==> src/rtl/assert_macros.svh <==
// ----------------------------------------------------------------------------
// assert_macros.svh
// Assertion shorthands used by the RTL file that checks its own logic.
// ----------------------------------------------------------------------------
`ifndef ASSERT_MACROS_SVH
`define ASSERT_MACROS_SVH

// Condition must never hold while out of reset.
`define PQ_ASSERT_NEVER(lbl, clk, rst_n, cond) \
	lbl: assert property (@(posedge clk) disable iff (!(rst_n)) !(cond)) \
		else $error("assertion failed: condition must never hold");

// Antecedent implies consequent in the same cycle.
`define PQ_ASSERT_IMPL(lbl, clk, rst_n, ante, cons) \
	lbl: assert property (@(posedge clk) disable iff (!(rst_n)) (ante) |-> (cons)) \
		else $error("assertion failed: same-cycle implication");

// Antecedent implies consequent in the next cycle.
`define PQ_ASSERT_NEXT(lbl, clk, rst_n, ante, cons) \
	lbl: assert property (@(posedge clk) disable iff (!(rst_n)) (ante) |=> (cons)) \
		else $error("assertion failed: next-cycle implication");

`endif

==> src/rtl/pq_pkg.sv <==
// ----------------------------------------------------------------------------
// pq_pkg
// Shared types and codes of the sorted priority queue.
// ----------------------------------------------------------------------------
`default_nettype none

package pq_pkg;

	// Operation codes carried on the mode input
	localparam logic PQ_PUSH = 1'b0;
	localparam logic PQ_POP  = 1'b1;

	// Result status codes
	typedef enum logic [1:0] {
		PQ_OK    = 2'd0,
		PQ_EMPTY = 2'd1,
		PQ_FULL  = 2'd2
	} pq_status_t;

	// One stored entry: data and priority
	typedef struct packed {
		logic signed [31:0] data;
		logic signed [15:0] prio;
	} pq_entry_t;

	// Sequencer states
	typedef enum logic [2:0] {
		S_IDLE,
		S_PUSH_RD,
		S_PUSH_CMP,
		S_POP_HEAD,
		S_POP_TAKE,
		S_POP_RD,
		S_POP_MV,
		S_DONE
	} pq_state_t;

	// Result handed from the sequencer to the output register
	typedef struct packed {
		logic               load;
		logic signed [31:0] data;
		logic signed [15:0] prio;
		pq_status_t         status;
		logic [4:0]         occupancy;
	} pq_result_t;

endpackage

`default_nettype wire

==> src/rtl/pq_mem.sv <==
// ----------------------------------------------------------------------------
// pq_mem
// Entry store: one write port and one read port with registered read data.
// ----------------------------------------------------------------------------
`default_nettype none

module pq_mem #(
	parameter int DEPTH = 16,
	parameter int AW    = 4
) (
	input  wire logic              clk,
	input  wire logic              rd_en,
	input  wire logic [AW-1:0]     rd_addr,
	output      pq_pkg::pq_entry_t rd_data,
	input  wire logic              wr_en,
	input  wire logic [AW-1:0]     wr_addr,
	input  wire pq_pkg::pq_entry_t wr_data
);

	pq_pkg::pq_entry_t mem [DEPTH];
	pq_pkg::pq_entry_t rd_data_q;

	// Write port
	always_ff @(posedge clk) begin
		if (wr_en) begin
			mem[wr_addr] <= wr_data;
		end
	end

	// Registered read port
	always_ff @(posedge clk) begin
		if (rd_en) begin
			rd_data_q <= mem[rd_addr];
		end
	end

	assign rd_data = rd_data_q;

endmodule

`default_nettype wire

==> src/rtl/pq_ctrl.sv <==
// ----------------------------------------------------------------------------
// pq_ctrl
// Sequencer of the queue: walks the store one entry per step with a single
// priority comparator, shifting entries back on push and forward on pop.
// ----------------------------------------------------------------------------
`default_nettype none

module pq_ctrl #(
	parameter int CAPACITY = 16,
	parameter int AW       = 4,
	parameter int CW       = 5
) (
	input  wire logic               clk,
	input  wire logic               arst_n,
	// input item
	input  wire logic               in_valid,
	output      logic               in_ready,
	input  wire logic               mode,
	input  wire logic signed [31:0] in_data,
	input  wire logic signed [15:0] in_priority,
	// output register state
	input  wire logic               out_busy,
	output      pq_pkg::pq_result_t result,
	// entry store
	output      logic               rd_en,
	output      logic [AW-1:0]      rd_addr,
	input  wire pq_pkg::pq_entry_t  rd_data,
	output      logic               wr_en,
	output      logic [AW-1:0]      wr_addr,
	output      pq_pkg::pq_entry_t  wr_data
);

	pq_pkg::pq_state_t  state_q, state_d;
	logic [CW-1:0]      count_q;
	logic [CW-1:0]      pos_q;
	pq_pkg::pq_entry_t  new_q;
	pq_pkg::pq_entry_t  res_entry_q;
	pq_pkg::pq_status_t res_status_q;
	logic               accept;
	logic               is_full;
	logic               is_empty;
	logic               shift_back;
	logic               pop_last;
	logic [CW:0]        pos_plus2;

	assign accept     = in_valid && in_ready;
	assign is_full    = (count_q == CW'(CAPACITY));
	assign is_empty   = (count_q == '0);
	// shared comparator: stored entry yields to the new one only on strictly lower priority
	assign shift_back = ($signed(rd_data.prio) < $signed(new_q.prio));
	assign pos_plus2  = {1'b0, pos_q} + (CW+1)'(2);
	assign pop_last   = (pos_plus2 == {1'b0, count_q});

	// Next state
	always_comb begin
		state_d = state_q;
		case (state_q)
			pq_pkg::S_IDLE: begin
				if (accept) begin
					if (mode == pq_pkg::PQ_PUSH) begin
						state_d = is_full ? pq_pkg::S_DONE : pq_pkg::S_PUSH_RD;
					end else begin
						state_d = is_empty ? pq_pkg::S_DONE : pq_pkg::S_POP_HEAD;
					end
				end
			end
			pq_pkg::S_PUSH_RD: begin
				state_d = (pos_q == '0) ? pq_pkg::S_DONE : pq_pkg::S_PUSH_CMP;
			end
			pq_pkg::S_PUSH_CMP: begin
				state_d = shift_back ? pq_pkg::S_PUSH_RD : pq_pkg::S_DONE;
			end
			pq_pkg::S_POP_HEAD: state_d = pq_pkg::S_POP_TAKE;
			pq_pkg::S_POP_TAKE: begin
				state_d = (count_q == CW'(1)) ? pq_pkg::S_DONE : pq_pkg::S_POP_RD;
			end
			pq_pkg::S_POP_RD:   state_d = pq_pkg::S_POP_MV;
			pq_pkg::S_POP_MV: begin
				state_d = pop_last ? pq_pkg::S_DONE : pq_pkg::S_POP_RD;
			end
			pq_pkg::S_DONE: begin
				if (!out_busy) begin
					state_d = pq_pkg::S_IDLE;
				end
			end
			default: state_d = pq_pkg::S_IDLE;
		endcase
	end

	// Store access and handshake outputs
	always_comb begin
		in_ready = 1'b0;
		rd_en    = 1'b0;
		rd_addr  = '0;
		wr_en    = 1'b0;
		wr_addr  = AW'(pos_q);
		wr_data  = new_q;
		case (state_q)
			pq_pkg::S_IDLE: in_ready = 1'b1;
			pq_pkg::S_PUSH_RD: begin
				if (pos_q == '0) begin
					wr_en = 1'b1;
				end else begin
					rd_en   = 1'b1;
					rd_addr = AW'(pos_q - CW'(1));
				end
			end
			pq_pkg::S_PUSH_CMP: begin
				wr_en   = 1'b1;
				wr_data = shift_back ? rd_data : new_q;
			end
			pq_pkg::S_POP_HEAD: rd_en = 1'b1;
			pq_pkg::S_POP_RD: begin
				rd_en   = 1'b1;
				rd_addr = AW'(pos_q + CW'(1));
			end
			pq_pkg::S_POP_MV: begin
				wr_en   = 1'b1;
				wr_data = rd_data;
			end
			default: ;
		endcase
	end

	// Result toward the output register
	always_comb begin
		result.load      = (state_q == pq_pkg::S_DONE) && !out_busy;
		result.data      = res_entry_q.data;
		result.prio      = res_entry_q.prio;
		result.status    = res_status_q;
		result.occupancy = 5'(count_q);
	end

	// Control registers
	always_ff @(posedge clk or negedge arst_n) begin
		if (!arst_n) begin
			state_q <= pq_pkg::S_IDLE;
			count_q <= '0;
			pos_q   <= '0;
		end else begin
			state_q <= state_d;
			case (state_q)
				pq_pkg::S_IDLE: begin
					pos_q <= (accept && mode == pq_pkg::PQ_PUSH) ? count_q : '0;
				end
				pq_pkg::S_PUSH_RD: begin
					if (pos_q == '0) begin
						count_q <= count_q + CW'(1);
					end
				end
				pq_pkg::S_PUSH_CMP: begin
					if (shift_back) begin
						pos_q <= pos_q - CW'(1);
					end else begin
						count_q <= count_q + CW'(1);
					end
				end
				pq_pkg::S_POP_TAKE: begin
					if (count_q == CW'(1)) begin
						count_q <= '0;
					end
				end
				pq_pkg::S_POP_MV: begin
					pos_q <= pos_q + CW'(1);
					if (pop_last) begin
						count_q <= count_q - CW'(1);
					end
				end
				default: ;
			endcase
		end
	end

	// Hold the new entry and the result payload
	always_ff @(posedge clk) begin
		if (accept) begin
			new_q.data   <= in_data;
			new_q.prio   <= in_priority;
			res_entry_q  <= '0;
			if (mode == pq_pkg::PQ_PUSH) begin
				res_status_q <= is_full ? pq_pkg::PQ_FULL : pq_pkg::PQ_OK;
			end else begin
				res_status_q <= is_empty ? pq_pkg::PQ_EMPTY : pq_pkg::PQ_OK;
			end
		end else if (state_q == pq_pkg::S_POP_TAKE) begin
			res_entry_q <= rd_data;
		end
	end

endmodule

`default_nettype wire

==> src/rtl/sorted_shift_priority_queue.sv <==
// Push reads entries from the tail toward the head, moving each lower-priority entry
// back, then writes the new entry; pop reads the head, then moves each remaining entry
// forward. Push to a full queue and pop from an empty queue go straight to the result.
// One item at a time; each store step is a registered read, then a write (after a
// compare on push). The next item is accepted in the cycle after its result loads,
// later if the output is stalled. Reset empties the queue; store content is unset.
// ----------------------------------------------------------------------------
// sorted_shift_priority_queue
// Fixed-capacity priority queue kept in descending priority order, with
// arrival order among equal priorities and an output register per result.
// ----------------------------------------------------------------------------
`default_nettype none

`include "assert_macros.svh"

module sorted_shift_priority_queue #(
	parameter int CAPACITY = 16
) (
	input  wire logic               clk,
	input  wire logic               arst_n,
	input  wire logic               in_valid,
	output      logic               in_ready,
	input  wire logic               mode,
	input  wire logic signed [31:0] in_data,
	input  wire logic signed [15:0] in_priority,
	output      logic               out_valid,
	input  wire logic               out_ready,
	output      logic signed [31:0] out_data,
	output      logic signed [15:0] out_priority,
	output      logic [1:0]         status,
	output      logic [4:0]         occupancy
);

	localparam int AW = $clog2(CAPACITY);
	localparam int CW = $clog2(CAPACITY + 1);

	pq_pkg::pq_result_t result;
	pq_pkg::pq_entry_t  rd_data;
	pq_pkg::pq_entry_t  wr_data;
	logic               rd_en;
	logic               wr_en;
	logic [AW-1:0]      rd_addr;
	logic [AW-1:0]      wr_addr;
	logic               out_valid_q;
	logic signed [31:0] out_data_q;
	logic signed [15:0] out_prio_q;
	logic [1:0]         status_q;
	logic [4:0]         occupancy_q;
	logic               out_busy;
	logic               out_is_empty;
	logic               out_is_full;
	logic               out_payload_zero;

	assign out_busy = out_valid_q && !out_ready;

	pq_ctrl #(
		.CAPACITY (CAPACITY),
		.AW       (AW),
		.CW       (CW)
	) u_ctrl (
		.clk         (clk),
		.arst_n      (arst_n),
		.in_valid    (in_valid),
		.in_ready    (in_ready),
		.mode        (mode),
		.in_data     (in_data),
		.in_priority (in_priority),
		.out_busy    (out_busy),
		.result      (result),
		.rd_en       (rd_en),
		.rd_addr     (rd_addr),
		.rd_data     (rd_data),
		.wr_en       (wr_en),
		.wr_addr     (wr_addr),
		.wr_data     (wr_data)
	);

	pq_mem #(
		.DEPTH (CAPACITY),
		.AW    (AW)
	) u_mem (
		.clk     (clk),
		.rd_en   (rd_en),
		.rd_addr (rd_addr),
		.rd_data (rd_data),
		.wr_en   (wr_en),
		.wr_addr (wr_addr),
		.wr_data (wr_data)
	);

	// Output valid: set on a new result, drop once taken
	always_ff @(posedge clk or negedge arst_n) begin
		if (!arst_n) begin
			out_valid_q <= 1'b0;
		end else if (result.load) begin
			out_valid_q <= 1'b1;
		end else if (out_ready) begin
			out_valid_q <= 1'b0;
		end
	end

	// Output payload
	always_ff @(posedge clk) begin
		if (result.load) begin
			out_data_q  <= result.data;
			out_prio_q  <= result.prio;
			status_q    <= result.status;
			occupancy_q <= result.occupancy;
		end
	end

	assign out_valid    = out_valid_q;
	assign out_data     = out_data_q;
	assign out_priority = out_prio_q;
	assign status       = status_q;
	assign occupancy    = occupancy_q;

	// Rejected operations carry an all-zero entry
	assign out_is_empty     = out_valid && (status == pq_pkg::PQ_EMPTY);
	assign out_is_full      = out_valid && (status == pq_pkg::PQ_FULL);
	assign out_payload_zero = (out_data == 32'sd0) && (out_priority == 16'sd0);

	// Checks
	`PQ_ASSERT_NEVER(a_load_over_pending, clk, arst_n, result.load && out_valid_q && !out_ready)
	`PQ_ASSERT_NEXT(a_busy_after_accept, clk, arst_n, in_valid && in_ready, !in_ready)
	`PQ_ASSERT_IMPL(a_empty_zero, clk, arst_n, out_is_empty, out_payload_zero && occupancy == 5'd0)
	`PQ_ASSERT_IMPL(a_full_zero, clk, arst_n, out_is_full, out_payload_zero)
	`PQ_ASSERT_NEVER(a_mem_collide, clk, arst_n, rd_en && wr_en)

endmodule

`default_nettype wire

==> config.mk <==
export PLATFORM = sky130hd
export DESIGN_NAME = sorted_shift_priority_queue
export DESIGN_NICKNAME = d
export VERILOG_FILES = /design/src/rtl/pq_pkg.sv /design/src/rtl/pq_mem.sv /design/src/rtl/pq_ctrl.sv /design/src/rtl/sorted_shift_priority_queue.sv
export VERILOG_INCLUDE_DIRS = /design/src /design/src/rtl
export SDC_FILE = /design/constraint.sdc
export NUM_CORES = 1
export LEC_CHECK = 0
export BUFFER_PORTS_ARGS = -buffer_cell sky130_fd_sc_hd__buf_2
export CAP_MARGIN = 20
export CORE_MARGIN = 5
export CORE_UTILIZATION = 55
export CTS_CLUSTER_SIZE = 30
export DETAILED_ROUTE_END_ITERATION = 7
export HOLD_SLACK_MARGIN = 0.15
export PLACE_DENSITY_LB_ADDON = 0.08
export RECOVER_POWER = 50
export SLEW_MARGIN = 25
export SYNTH_ARGS = -nofsm -noshare
export SYNTH_HDL_FRONTEND = slang
export SYNTH_SLANG_ARGS = --single-unit
==> constraint.sdc <==
create_clock -name clk -period 4.39 [get_ports clk]
set_clock_uncertainty 0.2 [all_clocks]
set_input_delay 0 -clock clk [delete_from_list [all_inputs] [get_ports clk]]
set_output_delay 0 -clock clk [all_outputs]
set_load 0.1 [all_outputs]
==> flow_summary.yaml, run 1 <==
sta:
  grt_setup_unrepaired: "no"
  relSlewSlack: -0.688
  fin_setup_tns_ps: 0
  worstMarginPinSlew_ps: 2530
  period_needed_ps: 4160
  fmax_mhz: 240
  hold_viol: 0
  setup_viol: 0
  drv_slew: 483
  period_share: 0.947
pwr:
  power_density_nw_per_um2: 691
  ir_drop_v: 0.000689
  p_total_w: 0.0313
  p_leak_nw: 16.3
worst_setup_path:
  r2r_slack_ps: 230
  slowest_delay_ps: 1910
  crit_arrival_ps: 4280
  cp_slowest_cell: "and2_0"
  crit_type: "flip-flop to flip-flop"
  worstPathCellList: "nand2b_1, nor3_1, and2_0, buf_12"
  critPathRequiredTime_ps: 4520
  crit_fanout: 31
  start_kind: "flip-flop"
  crit_family: "simple AND/OR/NAND/NOR gates"
  cp_num_buf_inv: 1
  cp-end-kind: "flip-flop"
synth:
  synth-async-reset-ratio: 0.0142
  ys_ff_latch: 983
  yosysUniqueCellTypes: 57
  synthCells: 2328
  synth-edff-count: 921
  yosysTopAreaCellShare: 0.706
  avgSynthCellArea_um2: 16.8
  ys_seq_area_frac: 0.739
  synth_area_um2: 39200
  synth_area_leaders: "edfxtp_1, mux2i_1, mux2_2, dfxtp_1, nand2_1"
  yosys_warnings: 0
  synthFlopType: "edfxtp_1"
  synth_top_area_cell: "edfxtp_1"
  synth_nets: 2408
place:
  dp_hpwl_um: 43900
  place_area_um2: 41100
  dp.cells: 3300
  gp_congestion: 0.801
  port_buffers: 109
die:
  start_util: 0.557
  placementRows: 97
  pin_count: 110
  die_area_um2: 76700
  chipWidth_um: 277
  die_height_um: 277
  core_area_um2: 70400
final_layout:
  layout.nets: 2647
  final_common_cell: "edfxtp_1"
  finish.cell_count_without_fillers: 3594
  stdcell_area_um2: 45300
  mostFrequentLayoutCells: "edfxtp_1, mux2i_1, nand2_1"
  n_antenna_cell: 0
  syn_to_final_growth_pct: 15.6
  drive_gt1_frac: 0.160
detailed_routing:
  drcViolationCount: 0
  drt-initial-drc-count: 1907
  wl_um: 89800
  vias: 20914
  routedWlPerCell_um: 25.0
  vias_per_cell: 5.82
  ant_nets: 0
  drt_first_pass_iters: 6
min_path:
  hp-class: "input pin to flip-flop"
global_routing:
  grt_usage: 0.231
  grt_pass1_wl_um: 134000
  overflow: 0
  grt_pass1_vias: 21116
  grt_max_degree: 84
  antenna_found_initial: 0
clock_network:
  cts_root_buf: "clkbuf_16"
  path_clk_slew_ps: 60
  cts-resized-gates: 0
  clk_latency_ps: 650
  htree_levels: 3
  cts_max_path_buffers: 3
  cts_tree: "built"
  cts_buffers: 101
  cts.sink_count: 983
status:
  failed_checks: "max-capacitance violations, max-slew violations"
  status: "finished with violations"
run:
  cap_violations: 13
[registers in the layout, indices dropped and copies added, names as in the netlist]
register             flops
out_data                32
u_ctrl.res_status_q      2
status                   2
u_ctrl.count_q           5
occupancy                5
u_ctrl.new_q            48
out_valid                1
u_ctrl.result           48
out_priority            16
u_mem.rd_data           48
u_ctrl.pos_q             5
u_ctrl.state_q           3
u_mem.mem              768
[per-layer routing]
metal	wire length (um)	GRT usage
met2	43900	0.390
met4	1860	0.0587
met5	0	0
met1	39000	0.323
met3	5110	0.0320
[cells in the mapped netlist, types with 2 or more instances]
| master | instances |
|---|---|
| ha_1 | 27 |
| o211ai_1 | 97 |
| buf_6 | 7 |
| and2_1 | 20 |
| o22ai_1 | 8 |
| dfrtp_1 | 14 |
| nand2_1 | 216 |
| dfxtp_1 | 48 |
| a22oi_1 | 52 |
| buf_4 | 24 |
| nand3_1 | 58 |
| nor3_1 | 7 |
| a211oi_1 | 5 |
| a31oi_1 | 2 |
| mux2_2 | 114 |
| inv_1 | 27 |
| a21o_1 | 3 |
| buf_1 | 6 |
| nor2b_1 | 5 |
| nor2_1 | 23 |
| clkbuf_1 | 49 |
| o21ai_0 | 12 |
| buf_2 | 44 |
| xor2_1 | 6 |
| a311oi_1 | 2 |
| mux2i_1 | 386 |
| mux2_4 | 30 |
| o311ai_0 | 2 |
| and3_1 | 3 |
| and4_1 | 3 |
| nand2b_1 | 3 |
| xnor2_1 | 5 |
| nor4_1 | 3 |
| edfxtp_1 | 921 |
| a21oi_1 | 72 |
| a211o_1 | 3 |
[power by group]
group | total (W) | switching, W | internal [W]
Clock | 0.00839 | 0.00350 | 0.00489
Combinational | 0.00963 | 0.00633 | 0.00330
Sequential | 0.0133 | 0.000645 | 0.0126
Total | 0.0313 | 0.0105 | 0.0208
[area by class of cell]
type	count	area (um2)
sequential	983	29000
fill	5013	25100
multi-input combinational	1186	9510
clock buffer	132	2730
timing repair buffer	267	2240
tap	940	1180
clock inverter	58	569
inverter	28	105
[path summary, 6_finish.rpt]
check / from / endpoint / cells past startpoint
worst min register to register: u_ctrl.result[53]$_SDFFE_PP0P_ / out_data[30]$_DFFE_PP_ / 0
max in group asynchronous: arst_n / u_ctrl.pos_q[1]$_DFFE_PN0P_ / 3
min in group asynchronous: arst_n / u_ctrl.pos_q[3]$_DFFE_PN0P_ / 3
worst max-delay path: u_ctrl.state_q[1]$_DFFE_PN0P_ / u_mem.mem[5][42]$_DFFE_PP_ / 4
worst max register to register: u_ctrl.state_q[1]$_DFFE_PN0P_ / u_mem.mem[5][42]$_DFFE_PP_ / 4
worst min-delay path: in_valid / u_ctrl.state_q[2]$_DFFE_PN0P_ / 6
[stage by stage]
stage | hold slack (ps) | setup WS (ps) | utilization
after CTS | 153 | 540 | 0.646
after global routing | 239 | 132 | 0.643
after floorplan | -496 | 251 | -
final | 207 | 231 | 0.643
after detailed placement | -264 | 559 | 0.584
after global placement | -263 | 643 | 0.584
[cells by family (layout without fill, tap and decap cells)]
| family | Yosys count | after routing | share of synthesized area |
|---|---|---|---|
| simple gates | 349 | 349 | 0.0390 |
| compound gates | 268 | 268 | 0.0466 |
| mux | 531 | 531 | 0.143 |
| xor+xnor | 11 | 11 | 0.00246 |
| buf+inv | 159 | 485 | 0.0204 |
| fa+ha+maj | 27 | 27 | 0.00862 |
| flops | 983 | 983 | 0.739 |
[worst reg2reg max path: stages (launching register included)]
cell and delay [ps]:
dfrtp_1 780, nand2b_1 210, nor3_1 340, and2_0 1910
buf_12 360
[what timing repair did]
item	4_1_cts	5_1_grt
buffers inserted	0	0
hold endpoints to repair	171	0
hold buffers	104	0
Note: power is estimated with default switching activity, not from simulation.
==> run 2, diff against run 1 <==
--- a/config.mk
+++ b/config.mk
@@ -9,7 +9,7 @@
 export BUFFER_PORTS_ARGS = -buffer_cell sky130_fd_sc_hd__buf_2
 export CAP_MARGIN = 20
 export CORE_MARGIN = 5
-export CORE_UTILIZATION = 55
+export CORE_UTILIZATION = 56
 export CTS_CLUSTER_SIZE = 30
 export DETAILED_ROUTE_END_ITERATION = 7
 export HOLD_SLACK_MARGIN = 0.15
==> flow_summary.yaml, run 2 (synthesized netlist as in run 1, its figures left out) <==
final_layout:
  multi_input_area_um2: 9480
  layout.nets: 2664
  largest_reg_flops: 768
  syn_to_final_growth_pct: 15.5
  max_flop_register: "u_mem.mem"
  regArea_um2: 29000
  drive_gt1_frac: 0.159
  num-fill-cells: 4954
  mostFrequentLayoutCells: "edfxtp_1, mux2i_1, nand2_1"
  final_common_cell: "edfxtp_1"
  n_antenna_cell: 0
detailed_routing:
  routedWlPerCell_um: 24.8
  vias_per_cell: 5.78
  drt-initial-drc-count: 1756
  drcViolationCount: 0
  vias: 20830
  ant_nets: 0
  drt_first_pass_iters: 7
  wl_um: 89300
clock_network:
  path_clk_slew_ps: 60
  cts_root_buf: "clkbuf_16"
  cts.sink_count: 983
  htree_levels: 3
  cts_setup_buffers: 0
  clk_latency_ps: 630
  cts_buffers: 98
  cts_max_path_buffers: 3
  cts_tree: "built"
die:
  core_area_um2: 69700
  chipWidth_um: 274
  die_height_um: 274
  placementRows: 97
  die_area_um2: 75300
  pin_count: 110
  start_util: 0.562
worst_setup_path:
  cp-end-kind: "flip-flop"
  crit_fanout: 19
  crit_arrival_ps: 4240
  cp-startpoint: "u_ctrl.state_q[1]$_DFFE_PN0P_"
  r2r-start: "u_ctrl.state_q[1]$_DFFE_PN0P_"
  start_kind: "flip-flop"
  critPathRequiredTime_ps: 4460
  crit_type: "flip-flop to flip-flop"
sta:
  fmax_mhz: 240
  drv_slew: 231
  grt_setup_unrepaired: "no"
  relSlewSlack: -0.469
  period_needed_ps: 4160
  worstMarginPinSlew_ps: 2200
  whs_ps: 228
  fin_setup_tns_ps: 0
  period_share: 0.948
  worst_slack_ps: 226
  hold_viol: 0
  setup_viol: 0
pwr:
  ir_drop_v: 0.000463
  power_density_nw_per_um2: 688
  p_leak_nw: 16.3
status:
  failed_checks: "max-capacitance violations, max-slew violations"
  status: "finished with violations"
global_routing:
  overflow: 0
  grt_pass1_wl_um: 133000
  antenna_found_initial: 0
  grt_usage: 0.236
  grt_max_degree: 95
  grt_pass1_vias: 20936
min_path:
  worstHoldStart: "u_ctrl.result[11]$_SDFFE_PP0P_"
  hp-class: "flip-flop to flip-flop"
place:
  port_buffers: 109
  dp_hpwl_um: 46600
  place_ws_ps: 526
  gp_congestion: 0.789
run:
  cap_violations: 10
[run 2: cell count changes in the layout (fill, tap and decap cells not counted), sizes merged]
cell         change
dlygate4sd3      +1
clkinvlp         -2
inv              -5
buf             +15
clkbuf           -4
bufinv           +4
clkinv           +1
[run 2: path summary, 6_finish.rpt]
kind / end / slack, ps / cells after the start
max: u_mem.mem[9][37]$_DFFE_PP_ / 230 / 5
min: out_priority[4]$_DFFE_PP_ / 230 / 0
max reg2reg: u_mem.mem[9][37]$_DFFE_PP_ / 230 / 5
min reg2reg: out_priority[4]$_DFFE_PP_ / 230 / 0
max in group asynchronous: u_ctrl.state_q[0]$_DFFE_PN0P_ / 3270 / 3
min in group asynchronous: u_ctrl.pos_q[3]$_DFFE_PN0P_ / 290 / 3
[run 2: routing by layer]
layer  GRT usage  part of all wire  up-vias
met4      0.0506             0.014        0
met1       0.332              0.44    10659
met2       0.397              0.49      568
met3      0.0348             0.054       95
met5           0                 0        -
li1            -                 -     9508
[run 2: worst max-delay path, stage by stage, from the launching register on]
cell and delay, ps:
dfrtp_1 720, nand2b_1 100, clkbuf_1 420, nor3_1 400, and2_1 1280, clkbuf_4 670
[run 2: report_power, final]
part | switching (W) | internal [W] | leakage, nW
clock network | 0.00340 | 0.00491 | 1.56
registers | 0.000645 | 0.0126 | 8.92
logic | 0.00629 | 0.00329 | 5.82
total | 0.0103 | 0.0208 | 16.3
[run 2: final cells by class]
type	count	share of cell area
Sequential cell	983	0.640
Multi-Input combinational cell	1186	0.210
Inverter	28	0.00232
Clock inverter	56	0.0133
Tap cell	940	0.0260
Clock buffer	124	0.0577
Timing Repair Buffer	287	0.0511
[run 2: per-stage QoR]
step / std cells / util / total power [W] / cell area [um2]
2_1_floorplan: 2328 / - / 0.0204 / 39200
3_3_place_gp: 3319 / 0.592 / 0.0228 / 41200
3_5_place_dp: 3319 / 0.592 / 0.0230 / 41200
4_1_cts: 3604 / 0.653 / 0.0314 / 45500
5_1_grt: 3604 / 0.650 / 0.0325 / 45300
6_report: 3604 / 0.650 / 0.0312 / 45300
[run 2: what timing repair did]
action,in CTS,in global routing
hold endpoints to repair,171,0
hold buffers,105,0
resized for setup,0,0
endpoints found under the setup margin,0,0
==> run 3, diff against run 2 <==
--- a/config.mk
+++ b/config.mk
@@ -8,8 +8,10 @@
 export LEC_CHECK = 0
 export BUFFER_PORTS_ARGS = -buffer_cell sky130_fd_sc_hd__buf_2
 export CAP_MARGIN = 20
+export CELL_PAD_IN_SITES_DETAIL_PLACEMENT = 0
+export CELL_PAD_IN_SITES_GLOBAL_PLACEMENT = 1
 export CORE_MARGIN = 5
-export CORE_UTILIZATION = 56
+export CORE_UTILIZATION = 48
 export CTS_CLUSTER_SIZE = 30
 export DETAILED_ROUTE_END_ITERATION = 7
 export HOLD_SLACK_MARGIN = 0.15
==> flow_summary.yaml, run 3 (synthesized netlist as in run 1, its figures left out) <==
place:
  gp_congestion: 0.799
  place_area_um2: 41500
  port_buffers: 109
  dp.cells: 3444
  dp_hpwl_um: 49100
detailed_routing:
  drt-initial-drc-count: 1664
  drcViolationCount: 0
  drt_first_pass_iters: 5
  routedWlPerCell_um: 24.8
  vias: 20901
  ant_nets: 0
  wl_um: 92700
  vias_per_cell: 5.59
final_layout:
  finish.cell_count_without_fillers: 3740
  regArea_um2: 29000
  multi_input_area_um2: 9500
  layout.nets: 2673
  max_flop_register: "u_mem.mem"
  num-fill-cells: 6365
  largest_reg_flops: 768
  drive_gt1_frac: 0.161
  stdcell_area_um2: 45500
  final_common_cell: "edfxtp_1"
  syn_to_final_growth_pct: 16.2
  mostFrequentLayoutCells: "edfxtp_1, mux2i_1, nand2_1"
min_path:
  min_to: "status[1]$_DFFE_PP_"
  whs_path_depth: 0
  worstHoldStart: "u_ctrl.res_status_q[1]$_SDFFCE_PP0P_"
  hp-class: "flip-flop to flip-flop"
die:
  pin_count: 110
  die_area_um2: 87400
  die_height_um: 296
  core_area_um2: 80700
  chipWidth_um: 296
  start_util: 0.486
  placementRows: 104
sta:
  setup_viol: 0
  grt_setup_unrepaired: "no"
  fin_setup_tns_ps: 0
  whs_ps: 219
  period_share: 0.901
  worstMarginPinSlew_ps: 2160
  period_needed_ps: 3950
  fmax_mhz: 253
  hold_viol: 0
  relSlewSlack: -0.440
  drv_slew: 403
worst_setup_path:
  r2r-end: "u_mem.rd_data[45]$_DFFE_PP_"
  crit_arrival_ps: 4140
  cp-startpoint: "u_ctrl.pos_q[0]$_DFFE_PN0P_"
  slowest_delay_ps: 540
  crit_type: "flip-flop to flip-flop"
  start_kind: "flip-flop"
  worst-r2r-cell-count: 11
  crit_fanout: 40
  r2r-start: "u_ctrl.pos_q[0]$_DFFE_PN0P_"
  r2r_slack_ps: 440
  critPathRequiredTime_ps: 4570
  cp_slowest_cell: "dfrtp_1"
  cp-end-kind: "flip-flop"
  worstPathCellList: "inv_1, ha_1, nor4b_1, a2111oi_0, a311oi_1, a211oi_4, buf_12, buf_4, mux2i_1, a22oi_1, nand3_1"
pwr:
  power_density_nw_per_um2: 689
  p_leak_nw: 16.3
  p_total_w: 0.0314
  ir_drop_v: 0.000407
clock_network:
  cts_tree: "built"
  cts_max_path_buffers: 3
  cts_buffers: 102
  htree_levels: 3
  path_clk_slew_ps: 60
  cts.sink_count: 983
  clk_latency_ps: 650
  cts_root_buf: "clkbuf_16"
  cts-resized-gates: 0
global_routing:
  grt_usage: 0.212
  grt_pass1_wl_um: 138000
  antenna_found_initial: 2
  grt_pass1_vias: 21550
  grt_max_degree: 84
  overflow: 0
status:
  failed_checks: "max-capacitance violations, max-slew violations"
  status: "finished with violations"
run:
  cap_violations: 15
[run 3: cell types whose count changed in the layout (fill, tap and decap cells not counted), moves of 4 or more]
| cell | before | now |
|---|---|---|
| and2_2 | 4 | 8 |
| and2_1 | 9 | 4 |
| clkbuf_1 | 85 | 104 |
| bufinv_16 | 12 | 8 |
| clkinv_1 | 17 | 12 |
| clkbuf_4 | 5 | 1 |
| clkbuf_8 | 2 | 10 |
| clkbuf_2 | 9 | 14 |
[run 3: how the worst max path moves through the flow]
stage / end / slack, ps / cells past startpoint
floorplan: occupancy[0]$_DFFE_PP_ / 250 / 4
global placement: u_mem.rd_data[39]$_DFFE_PP_ / 600 / 11
detailed placement: u_mem.rd_data[39]$_DFFE_PP_ / 470 / 11
CTS: u_mem.rd_data[39]$_DFFE_PP_ / 460 / 11
global route: u_mem.rd_data[39]$_DFFE_PP_ / 220 / 11
finish: u_mem.rd_data[45]$_DFFE_PP_ / 440 / 11
[run 3: per-layer routing]
layer | track usage | wire, um
met1 | 0.299 | 41700
met2 | 0.356 | 45100
met3 | 0.0320 | 4490
met4 | 0.0444 | 1420
met5 | 0 | 0
[run 3: cell type report]
class / count / area share
Multi-Input combinational cell: 1186 / 0.209
Inverter: 28 / 0.00231
Sequential cell: 983 / 0.636
Clock inverter: 41 / 0.00970
Antenna cell: 1 / 0.0000550
Tap cell: 1060 / 0.0291
Timing Repair Buffer: 292 / 0.0509
Clock buffer: 149 / 0.0626
[run 3: repair_timing]
action | 4_1_cts | 5_1_grt
buffers inserted | 0 | 0
hold endpoints to repair | 171 | 0
hold buffers | 105 | 0
[run 3: stage by stage]
stage | setup slack, ps | utilization
final | 436 | 0.564
after detailed placement | 473 | 0.514
after floorplan | 251 | -
after global routing | 224 | 0.564
after CTS | 463 | 0.568
after global placement | 602 | 0.514
[run 3: power by group]
part / leakage, nW / internal [W] / total, W / switching [W]
logic: 5.83 / 0.00333 / 0.00967 / 0.00634
registers: 8.92 / 0.0126 / 0.0133 / 0.000649
clock network: 1.60 / 0.00497 / 0.00843 / 0.00346
total: 16.3 / 0.0209 / 0.0314 / 0.0105
[run 3: critical path: cells and delay by family, from the launching register on]
kind	cells	cell delay [ps]
AND/OR/NAND/NOR	2	300
adder cells (fa/ha/maj)	1	270
flip-flops	1	540
buffers and inverters	3	850
multiplexers	1	130
AO/OA/AOI/OAI	4	1350
